==> src/design/brs_pkg.sv <==
// Package for the beep repeat sequencer: beat types, opcodes, register
// indexes, reset values of the configuration registers and the sequencer state.
// No dependencies.

package brs_pkg;

	// Command opcodes. Code 3 is unused and changes nothing.
	typedef enum logic [1:0] {
		OP_TICK = 2'd0,
		OP_BEEP = 2'd1,
		OP_STOP = 2'd2
	} opcode_t;

	localparam int unsigned CFG_INDEX_W = 3;
	localparam int unsigned CFG_DATA_W  = 16;

	// Configuration register indexes.
	localparam logic [CFG_INDEX_W-1:0] REG_MIN_DURATION = 3'd0;
	localparam logic [CFG_INDEX_W-1:0] REG_MAX_DURATION = 3'd1;
	localparam logic [CFG_INDEX_W-1:0] REG_DEFAULT_FREQ = 3'd2;
	localparam logic [CFG_INDEX_W-1:0] REG_MIN_FREQ     = 3'd3;
	localparam logic [CFG_INDEX_W-1:0] REG_MAX_FREQ     = 3'd4;
	localparam logic [CFG_INDEX_W-1:0] REG_MAX_REPEAT   = 3'd5;

	// Register values after reset.
	localparam logic [15:0] RST_MIN_DURATION = 16'd10;
	localparam logic [15:0] RST_MAX_DURATION = 16'd5000;
	localparam logic [15:0] RST_DEFAULT_FREQ = 16'd2000;
	localparam logic [15:0] RST_MIN_FREQ     = 16'd100;
	localparam logic [15:0] RST_MAX_FREQ     = 16'd10000;
	localparam logic [7:0]  RST_MAX_REPEAT   = 8'd10;

	typedef struct packed {
		logic [1:0]  opcode;
		logic [15:0] duration_ms;
		logic [15:0] freq_hz;
		logic [7:0]  beep_count;
	} cmd_beat_t;

	typedef struct packed {
		logic        tone_on;
		logic [15:0] tone_freq;
		logic        busy_res;
		logic        accepted;
	} res_beat_t;

	typedef struct packed {
		logic [15:0] min_duration_ms;
		logic [15:0] max_duration_ms;
		logic [15:0] default_freq_hz;
		logic [15:0] min_freq_hz;
		logic [15:0] max_freq_hz;
		logic [7:0]  max_repeat_count;
	} cfg_t;

	typedef struct packed {
		logic        busy_flag;
		logic        in_gap;
		logic [15:0] remaining_ms;
		logic [7:0]  repeats_left;
		logic [15:0] seq_duration;
		logic [15:0] seq_freq;
	} seq_state_t;

endpackage

==> src/design/brs_step.sv <==
// Next-state and result logic of the beep repeat sequencer for one command.
// Depends on brs_pkg.

module brs_step (
	input  brs_pkg::cmd_beat_t  cmd,
	input  brs_pkg::seq_state_t cur,
	input  brs_pkg::cfg_t       cfg,
	output brs_pkg::seq_state_t nxt,
	output brs_pkg::res_beat_t  res
);

	always_comb begin
		logic [15:0] dur;
		logic [15:0] freq;
		logic [7:0]  count;
		logic        acc;

		nxt   = cur;
		acc   = 1'b0;
		dur   = cmd.duration_ms;
		freq  = cmd.freq_hz;
		count = cmd.beep_count;

		// Min is tested first; inverted limits give min below it, max otherwise.
		if (dur < cfg.min_duration_ms) begin
			dur = cfg.min_duration_ms;
		end else if (dur > cfg.max_duration_ms) begin
			dur = cfg.max_duration_ms;
		end
		if (dur == 16'd0) begin
			dur = 16'd1;
		end

		if (freq == 16'd0) begin
			freq = cfg.default_freq_hz;
		end else if (freq < cfg.min_freq_hz) begin
			freq = cfg.min_freq_hz;
		end else if (freq > cfg.max_freq_hz) begin
			freq = cfg.max_freq_hz;
		end

		if (count > cfg.max_repeat_count) begin
			count = cfg.max_repeat_count;
		end
		if (count == 8'd0) begin
			count = 8'd1;
		end

		case (cmd.opcode)
			brs_pkg::OP_TICK: begin
				if (cur.busy_flag) begin
					if (cur.remaining_ms > 16'd1) begin
						nxt.remaining_ms = cur.remaining_ms - 16'd1;
					end else if (cur.in_gap) begin
						nxt.in_gap       = 1'b0;
						nxt.remaining_ms = cur.seq_duration;
					end else if (cur.repeats_left != 8'd0) begin
						nxt.repeats_left = cur.repeats_left - 8'd1;
						nxt.in_gap       = 1'b1;
						nxt.remaining_ms = cur.seq_duration;
					end else begin
						nxt.busy_flag    = 1'b0;
						nxt.remaining_ms = 16'd0;
					end
				end
			end
			brs_pkg::OP_BEEP: begin
				// A zero duration is refused and leaves any running sequence alone.
				if (cmd.duration_ms != 16'd0) begin
					acc              = 1'b1;
					nxt.seq_duration = dur;
					nxt.seq_freq     = freq;
					nxt.repeats_left = count - 8'd1;
					nxt.in_gap       = 1'b0;
					nxt.remaining_ms = dur;
					nxt.busy_flag    = 1'b1;
				end
			end
			brs_pkg::OP_STOP: begin
				if (cur.busy_flag) begin
					nxt.busy_flag    = 1'b0;
					nxt.in_gap       = 1'b0;
					nxt.remaining_ms = 16'd0;
					nxt.repeats_left = 8'd0;
				end
			end
			default: begin
			end
		endcase

		res.tone_on   = nxt.busy_flag & ~nxt.in_gap;
		res.tone_freq = nxt.seq_freq;
		res.busy_res  = nxt.busy_flag;
		res.accepted  = acc;
	end

endmodule

==> src/design/brs_out_skid.sv <==
// Two-entry result buffer of the beep repeat sequencer: an output register
// backed by a skid register, so the core keeps going while a result waits.
// Depends on brs_pkg.

module brs_out_skid (
	input  logic               clk,
	input  logic               arst_n,
	input  logic               push,
	input  brs_pkg::res_beat_t push_data,
	output logic               full,
	output logic               res_valid,
	input  logic               res_stall,
	output brs_pkg::res_beat_t res
);

	brs_pkg::res_beat_t main_q;
	brs_pkg::res_beat_t skid_q;
	logic               main_valid_q;
	logic               skid_valid_q;
	logic               pop;

	assign pop       = main_valid_q & ~res_stall;
	assign full      = skid_valid_q;
	assign res_valid = main_valid_q;
	assign res       = main_q;

	always_ff @(posedge clk or negedge arst_n) begin
		if (!arst_n) begin
			main_valid_q <= 1'b0;
			skid_valid_q <= 1'b0;
		end else begin
			if (pop) begin
				if (skid_valid_q) begin
					main_valid_q <= 1'b1;
					skid_valid_q <= push;
				end else begin
					main_valid_q <= push;
				end
			end else if (!main_valid_q) begin
				main_valid_q <= push;
			end else if (push) begin
				skid_valid_q <= 1'b1;
			end
		end
	end

	always_ff @(posedge clk) begin
		if (pop) begin
			if (skid_valid_q) begin
				main_q <= skid_q;
				if (push) begin
					skid_q <= push_data;
				end
			end else if (push) begin
				main_q <= push_data;
			end
		end else if (!main_valid_q) begin
			if (push) begin
				main_q <= push_data;
			end
		end else if (push) begin
			skid_q <= push_data;
		end
	end

endmodule

==> src/design/beep_repeat_sequencer_unit.sv <==
// Top level of the beep repeat sequencer: command register, sequencer state,
// configuration registers and result buffer.
// Depends on brs_pkg, brs_step and brs_out_skid.
//
//   channel   direction  handshake             beat
//   cmd       in         cmd_valid/cmd_stall   brs_pkg::cmd_beat_t
//   res       out        res_valid/res_stall   brs_pkg::res_beat_t
//   cfg       in         cfg_we (no wait)      cfg_index, cfg_data
//
// One command beat is taken every cycle unless cmd_stall is high, and each gives exactly one result beat.
// A beat accepted into the input register is processed once the result buffer
// has room: the state updates and the result enters the buffer, which offers
// it on the res port from its output register.
// The state loop closes through the combinational brs_step.
// The reset clears the state and loads the register defaults.
// A result stall is absorbed by a two-entry buffer; cmd_stall rises only when
// both entries hold and a command waits in the input register.

module beep_repeat_sequencer_unit (
	input  logic                                 clk,
	input  logic                                 arst_n,
	input  logic                                 cmd_valid,
	output logic                                 cmd_stall,
	input  brs_pkg::cmd_beat_t                   cmd,
	output logic                                 res_valid,
	input  logic                                 res_stall,
	output brs_pkg::res_beat_t                   res,
	input  logic                                 cfg_we,
	input  logic [brs_pkg::CFG_INDEX_W-1:0]      cfg_index,
	input  logic [brs_pkg::CFG_DATA_W-1:0]       cfg_data
);

	brs_pkg::cmd_beat_t  cmd_s1;
	logic                cmd_valid_s1;
	brs_pkg::seq_state_t state_q;
	brs_pkg::seq_state_t state_nxt;
	brs_pkg::cfg_t       cfg_q;
	brs_pkg::res_beat_t  step_res;
	logic                buf_full;
	logic                advance;
	logic                take;

	// The held command moves on whenever the result buffer has room.
	assign advance   = cmd_valid_s1 & ~buf_full;
	assign cmd_stall = cmd_valid_s1 & buf_full;
	assign take      = cmd_valid & ~cmd_stall;

	always_ff @(posedge clk or negedge arst_n) begin
		if (!arst_n) begin
			cmd_valid_s1 <= 1'b0;
		end else if (take) begin
			cmd_valid_s1 <= 1'b1;
		end else if (advance) begin
			cmd_valid_s1 <= 1'b0;
		end
	end

	always_ff @(posedge clk) begin
		if (take) begin
			cmd_s1 <= cmd;
		end
	end

	// Sequencer state changes only when a command is processed.
	always_ff @(posedge clk or negedge arst_n) begin
		if (!arst_n) begin
			state_q <= '0;
		end else if (advance) begin
			state_q <= state_nxt;
		end
	end

	// Configuration registers. Writes to indexes beyond the list are dropped.
	always_ff @(posedge clk or negedge arst_n) begin
		if (!arst_n) begin
			cfg_q.min_duration_ms  <= brs_pkg::RST_MIN_DURATION;
			cfg_q.max_duration_ms  <= brs_pkg::RST_MAX_DURATION;
			cfg_q.default_freq_hz  <= brs_pkg::RST_DEFAULT_FREQ;
			cfg_q.min_freq_hz      <= brs_pkg::RST_MIN_FREQ;
			cfg_q.max_freq_hz      <= brs_pkg::RST_MAX_FREQ;
			cfg_q.max_repeat_count <= brs_pkg::RST_MAX_REPEAT;
		end else if (cfg_we) begin
			case (cfg_index)
				brs_pkg::REG_MIN_DURATION: cfg_q.min_duration_ms  <= cfg_data;
				brs_pkg::REG_MAX_DURATION: cfg_q.max_duration_ms  <= cfg_data;
				brs_pkg::REG_DEFAULT_FREQ: cfg_q.default_freq_hz  <= cfg_data;
				brs_pkg::REG_MIN_FREQ:     cfg_q.min_freq_hz      <= cfg_data;
				brs_pkg::REG_MAX_FREQ:     cfg_q.max_freq_hz      <= cfg_data;
				brs_pkg::REG_MAX_REPEAT:   cfg_q.max_repeat_count <= cfg_data[7:0];
				default: begin
				end
			endcase
		end
	end

	brs_step u_step (
		.cmd (cmd_s1),
		.cur (state_q),
		.cfg (cfg_q),
		.nxt (state_nxt),
		.res (step_res)
	);

	brs_out_skid u_out (
		.clk       (clk),
		.arst_n    (arst_n),
		.push      (advance),
		.push_data (step_res),
		.full      (buf_full),
		.res_valid (res_valid),
		.res_stall (res_stall),
		.res       (res)
	);

endmodule

==> config.mk <==
export PLATFORM = sky130hd
export DESIGN_NAME = beep_repeat_sequencer_unit
export DESIGN_NICKNAME = d
export VERILOG_FILES = /design/src/design/brs_pkg.sv /design/src/design/brs_step.sv /design/src/design/brs_out_skid.sv /design/src/design/beep_repeat_sequencer_unit.sv
export SDC_FILE = /design/constraint.sdc
export NUM_CORES = 1
export LEC_CHECK = 0
export BUFFER_PORTS_ARGS = -buffer_cell sky130_fd_sc_hd__buf_4
export CORE_MARGIN = 4
export CORE_UTILIZATION = 47
export CTS_BUF_LIST = sky130_fd_sc_hd__clkbuf_4 sky130_fd_sc_hd__clkbuf_8
export DETAILED_ROUTE_END_ITERATION = 16
export PLACE_DENSITY = 0.73
export SYNTH_ARGS = -nofsm -noshare
export SYNTH_HDL_FRONTEND = slang
export SYNTH_SLANG_ARGS = --single-unit
==> constraint.sdc <==
create_clock -name clk -period 4.2 [get_ports clk]
set_input_delay 0.21 -clock clk [delete_from_list [all_inputs] [get_ports clk]]
set_output_delay 0.21 -clock clk [all_outputs]
set_load 0.02 [all_outputs]
---- Word-level counts from Yosys, hierarchy flattened ----
Cells that the tools add are included.
storage, ports and cells
  register bits after elaboration ......... 229
  latch bits .............................. 0
  bits in writable memories ............... 0
  bits in read-only memories .............. 0
  input bits .............................. 66
  output and inout port bits .............. 21
  logic and storage cells ................. 123
  memories kept ........................... 0
cells by class
  add/sub/neg operators ................... 3
  $mul .................................... 0
  divide/modulo/power cells ............... 0
  order comparisons ....................... 6
  eq/ne operators ......................... 15
  shifts and indexed selects .............. 0
  muxes and demuxes ....................... 41
  bitwise gates (word level) .............. 9
  reduce and logical (&&, ||, !) cells .... 22
operators with widths
  operator               count
  $mux 19                8
  $mux 16                9
  $pmux 26 s3            1
  $mux 58                1
  $mux 8                 5
  $gt 16x16->1           2
  $logic_not 16->1       2
  $lt 16x16->1           2
  $mux 26                1
  $mux 25                1
  $mux 17                1
  $gt 16x1->1 const B    1
  $reduce_and 2->1       8
  $reduce_bool 16->1     1
  $sub 16x1->16 const B  1
  $sub 8x1->8 const B    2
  $mux 1                 13
  $ne 2x2->1 const B     5
  $gt 8x8->1             1
  $logic_not 8->1        1
  $reduce_and 8->1       1
  $reduce_bool 8->1      1
  $eq 3x2->1 const B     2
  $eq 3x3->1 const B     2
  13 further kinds       24

---- Logic depth before layout (Yosys ltp) ----
  word-level depth ........................ 12
  gate-level depth with buffers ........... 18
  depth with buffers taken out ............ 17

---- Hierarchy ----
Synthesis repeated with hierarchy kept, for this count alone.
second synthesis, totals
  cells, all modules ...................... 1176
  area, all modules ....................... 13205.2 sq um
modules (own cells, without submodules)
  module                      instances  cells each  area an instance (sq um)  seq. area each (sq um)
  beep_repeat_sequencer_unit  1          361         6852.8                    4968.5
  brs_step                    1          724         4606.9                    0.0
  brs_out_skid                1          91          1745.4                    1191.1

---- Worst setup path after synthesis ----
OpenSTA, ideal clock, no wires.
  path kind ............................... register -> register
  start ................................... reg cfg_q[1] in the netlist's numbering
  end ..................................... reg state_q[36] in the netlist's numbering
  setup time .............................. 0.121 ns
  arrival time ............................ 3.196 ns
  data required time ...................... 4.079 ns
  path slack .............................. 0.883 ns
  cell stages (with the launch flop) ...... 18
  buffers on the path ..................... 1
  clock period less this slack ............ 3.317 ns
  cells stage by stage .................... dfstp_2 -> inv_1 -> ha_1 -> nor2b_1 -> o21a_1 -> o21a_1 -> o21bai_1 -> a21o_1 -> clkbuf_1 -> mux2i_1 -> ha_1 -> nand2b_1 -> or2_2 -> xor2_1 -> nor2_1 -> a21oi_1 -> o32ai_1 -> a22o_1
between the ends
  word-level cells in the longest chain between the ends .. 7
RTL lines
  what                    line                              text
  start: declaration      beep_repeat_sequencer_unit.sv:37  brs_pkg::cfg_t cfg_q;
  $gt 8x8->1              brs_step.sv:42                    if (count > cfg.max_repeat_count) begin
  $mux 8 *                brs_step.sv:42
  $logic_not 8->1         brs_step.sv:45                    if (count == 8'd0) begin
  $mux 8 *                brs_step.sv:45
  $sub 8x1->8 *           brs_step.sv:73                    nxt.repeats_left = count - 8'd1;
  $mux 58 *               brs_step.sv:69                    if (cmd.duration_ms != 16'd0) begin
  $pmux 26 s3 *           brs_step.sv:49                    case (cmd.opcode)
  end signal: assignment  beep_repeat_sequencer_unit.sv:69  state_q <= state_nxt;
  end: declaration        beep_repeat_sequencer_unit.sv:35  brs_pkg::seq_state_t state_q;
Every way passes the cells marked *; elsewhere a longest branch is shown, timed or not. The select of a mux whose other input is x is not followed.
A chain may end at the register's enable or synchronous reset.

---- Final worst setup path ----
  start ................................... reg cfg_q[68] in the netlist's numbering
  end ..................................... reg state_q[16] in the netlist's numbering
between the ends
  word-level cells in the longest chain between the ends .. 5
RTL lines
  what              line            text
  $gt 16x16->1      brs_step.sv:27  end else if (dur > cfg.max_duration_ms) begin
  $mux 16 *         brs_step.sv:27
  $mux 16 *         brs_step.sv:25  if (dur < cfg.min_duration_ms) begin
  $logic_not 16->1  brs_step.sv:30  if (dur == 16'd0) begin
  $mux 16 *         brs_step.sv:30
Every way passes the cells marked *; elsewhere a longest branch is shown, timed or not.

==> results by group <==
Floorplanning
  – Initial Util: 0.480
  – Die Y: roughly 170 microns
  – DIE WIDTH: 171 microns
  – Boundary pin count: 87
  – Die ar.: around 0.03 sq mm
  – Core Footprint: approximately 0.026 sq mm
  – Cell Rows: between 50 and 60

Clock network
  – TritonCTS Buffers: a little over 40
  – Post-CTS setup buffers: 0
  – CTS tree: built
  – CTS Buffer Depth: 3
  – Post-CTS resize count: 0
  – Max H-tree Level: 2
  – Cts hold-fix bufs: between 60 and 70
  – Reg clk slew, reported paths: ~0.06 ns
  – Root buffer cell: clkbuf_8
  – CTS Sinks: between 200 and 250
  – Clock latency on the worst-skew pair: around 0.55 ns

Timing
  – Max-slew violations: 0
  – Minimum clock period: between 3 and 4 ns
  – Setup ws final: 0.477 ns
  – Final hold vios: 0
  – Final Skew: around 0.019 ns
  – Max frequency: 269 MHz
  – Final setup vio count: 0
  – WHS: ~0.24 ns
  – Fin crit share: 0.886
  – Setup_tns: 0 ns
  – Worst slew margin: 0.261
  – Worst slew pin tran: 1.11 ns
  – RSZ-0062 raised after global routing: no

Setup path
  – Worst Setup Start Kind: flop
  – WP buf/inv: 1
  – Critical path data required time: ~4.7 ns
  – Worst-path cell chain: inv_1, ha_1, nand4_1, nor4_1, a21bo_2, a31oi_2, mux2_2, mux2i_1, nor3b_1, nand4b_1, a31oi_1
  – CP endpoint kind: flop
  – Crit path DAT: between 4 and 5 ns
  – WS Path Type: reg -> reg
  – Max incr delay on CP: approximately 0.8 ns
  – Top delay family on crit path: compound AO/OA/AOI/OAI gates
  – CP max FO: 16
  – Crit-path slowest cell: a31oi_2

Power and ir drop
  – Pleak: 6.61 nW
  – Pwr per Cell Area: 392 mW/mm^2
  – Worst VDD drop: approximately 250 uV

Routing
  – WL final: between 30,000 and 40,000 microns
  – Routed vias/inst: approximately 5.8
  – First-pass DRT Iterations: 5
  – Final ANT Viol Nets: 0
  – DRC viols: 0
  – Vias: 10,200
  – Wire per inst: 19.4 microns
  – Starting DRT DRC Count: about 1,100

Yosys
  – Synthesized flop and latch total: between 200 and 250
  – Netlist cell types: 66
  – Seq/Total Area, Yosys: 0.491
  – Synthesized area per cell: about 10 sq um
  – Synth area leaders: dfrtp_1 (25%), edfxtp_1 (19%), ha_1 (7.5%)
  – Ys async rst share: 0.651
  – Mapped cell area: ~0.013 sq mm
  – Syn_nets: approximately 1,400
  – Yosys warns: 0
  – Number of flops mapped to enable cells by yosys: 80
  – Synth top area share: 0.251
  – Main synth FF type: dfrtp_1
  – Most area-hungry cell type in the Yosys netlist: dfrtp_1
  – Syn Inst Count: ~1,200

Global routing
  – Largest net degree at the start of global routing: slightly above 80
  – Gr ovfl total: 0
  – Total Routing Usage GR: 0.234
  – Initial antenna violation count: 0
  – First-pass GRT wire length: 54,000 microns
  – Vias in the first global route: 9,882

Placed design
  – Setup Slack @ Placement: 0.536 ns
  – Routability cong.: around 0.9
  – Number of I/O port buffers: 86
  – Post-DP HPWL: between 20,000 and 25,000 microns

Final layout
  – Layout area overhead: 19.7%
  – Final nets: between 1,500 and 2,000
  – Most frequent cells in the layout: nand2_1 (176), dfrtp_1 (126), buf_4 (108)
  – Most common cell after layout, fill and taps aside: nand2_1
  – Share of cells above drive strength 1: 0.194
  – # diodes: 0

Job
  – # Max-Cap Violations: 0

Outcome
  – Outcome: finished clean

Hold path
  – HP Class: in -> reg
==> metrics by stage <==
step | util | instance area, sq um | instances | power (mW)
6_report | 0.575 | 15000 | 1758 | 5.89
5_1_grt | 0.575 | 15000 | 1758 | 6.20
4_1_cts | 0.575 | 15000 | 1758 | 5.93
3_5_place_dp | 0.520 | 13600 | 1622 | 3.77
3_3_place_gp | 0.520 | 13600 | 1622 | 3.74
2_1_floorplan | - | 12600 | 1241 | 3.40
==> power by group <==
part | total [mW] | internal, mW | switching, mW
Combinational | 1.10 | 0.472 | 0.624
Sequential | 2.70 | 2.53 | 0.166
Clock | 2.10 | 1.18 | 0.920
Total | 5.89 | 4.18 | 1.71
==> final cells by class <==
cell class              count  area (sq um)
clock buffers              66           783
clock inverters             9          43.8
fillers                  2267         11100
inverters                  82           308
multi-input cells         867          5890
flip-flops and latches    229          6160
well taps                 335           419
repair buffers            170          1430
==> logic make-up after synthesis <==
| kind of cell | after synthesis | share of synthesized area |
|---|---|---|
| flops | 229 | 0.491 |
| simple gates | 391 | 0.142 |
| mux | 63 | 0.0547 |
| fa+ha+maj | 75 | 0.0748 |
| xor+xnor | 22 | 0.0153 |
| buf+inv | 145 | 0.0455 |
| compound gates | 316 | 0.177 |
==> worst paths after layout <==
path / slack [ns] / from / depth (start not counted) / end
hold / removal: 0.24 / cfg_index[0] / 5 / cfg_q[17]$_DFFE_PN1P_
min in group asynchronous: 0.27 / arst_n / 2 / cfg_q[60]$_DFFE_PN0P_
setup reg to reg: 0.48 / cfg_q[68]$_DFFE_PN1P_ / 11 / state_q[16]$_DFFE_PN0P_
max in group asynchronous: 2.87 / arst_n / 3 / cfg_q[68]$_DFFE_PN1P_
hold reg to reg: 0.48 / state_q[18]$_DFFE_PN0P_ / 2 / state_q[18]$_DFFE_PN0P_
setup / recovery: 0.48 / cfg_q[68]$_DFFE_PN1P_ / 11 / state_q[16]$_DFFE_PN0P_
==> worst reg2reg max path: stages, from the launching register on <==
cell	delay, ns
dfstp_2	0.54
inv_1	0.06
ha_1	0.29
nand4_1	0.16
nor4_1	0.33
a21bo_2	0.27
a31oi_2	0.79
mux2_2	0.43
mux2i_1	0.22
nor3b_1	0.25
nand4b_1	0.14
a31oi_1	0.18
==> flip-flops by register name, indices dropped and copies added, names as in the netlist <==
register,count
cfg_q,88
cmd_s1,42
cmd_valid_s1,1
state_q,58
u_out.full,1
u_out.res,19
u_out.res_valid,1
u_out.skid_q,19
==> metal layers <==
layer  vias to the layer above  global-route usage  wire length (microns)
met1                      4878               0.351                  16100
met4                         0              0.0679                    790
li1                       4855                   -                      -
met2                       384               0.350                  14700
met3                        62              0.0391                   2490
met5                         -                   0                      0
==> synth_stat cells (all sizes together) (4+ instances only) <==
cell and count:
or2 6, a22o 19, o21ai 97, or3 7, a311oi 16, buf 10, and2 5, nor3 10
mux2 45, a21o 18, a22oi 14, o211ai 35, a31oi 21, nor2b 8, a211oi 4, o21a 20
nand2 176, nand4 15, nand2b 8, a21oi 27, mux2i 18, xor2 9, inv 81, dfstp 23
o2111ai 16, edfxtp 80, xnor2 13, dfrtp 126, nor2 75, nor4 19, ha 75, clkbuf 53
o221ai 6, nand3 47
(Power assumes the default switching activity.)
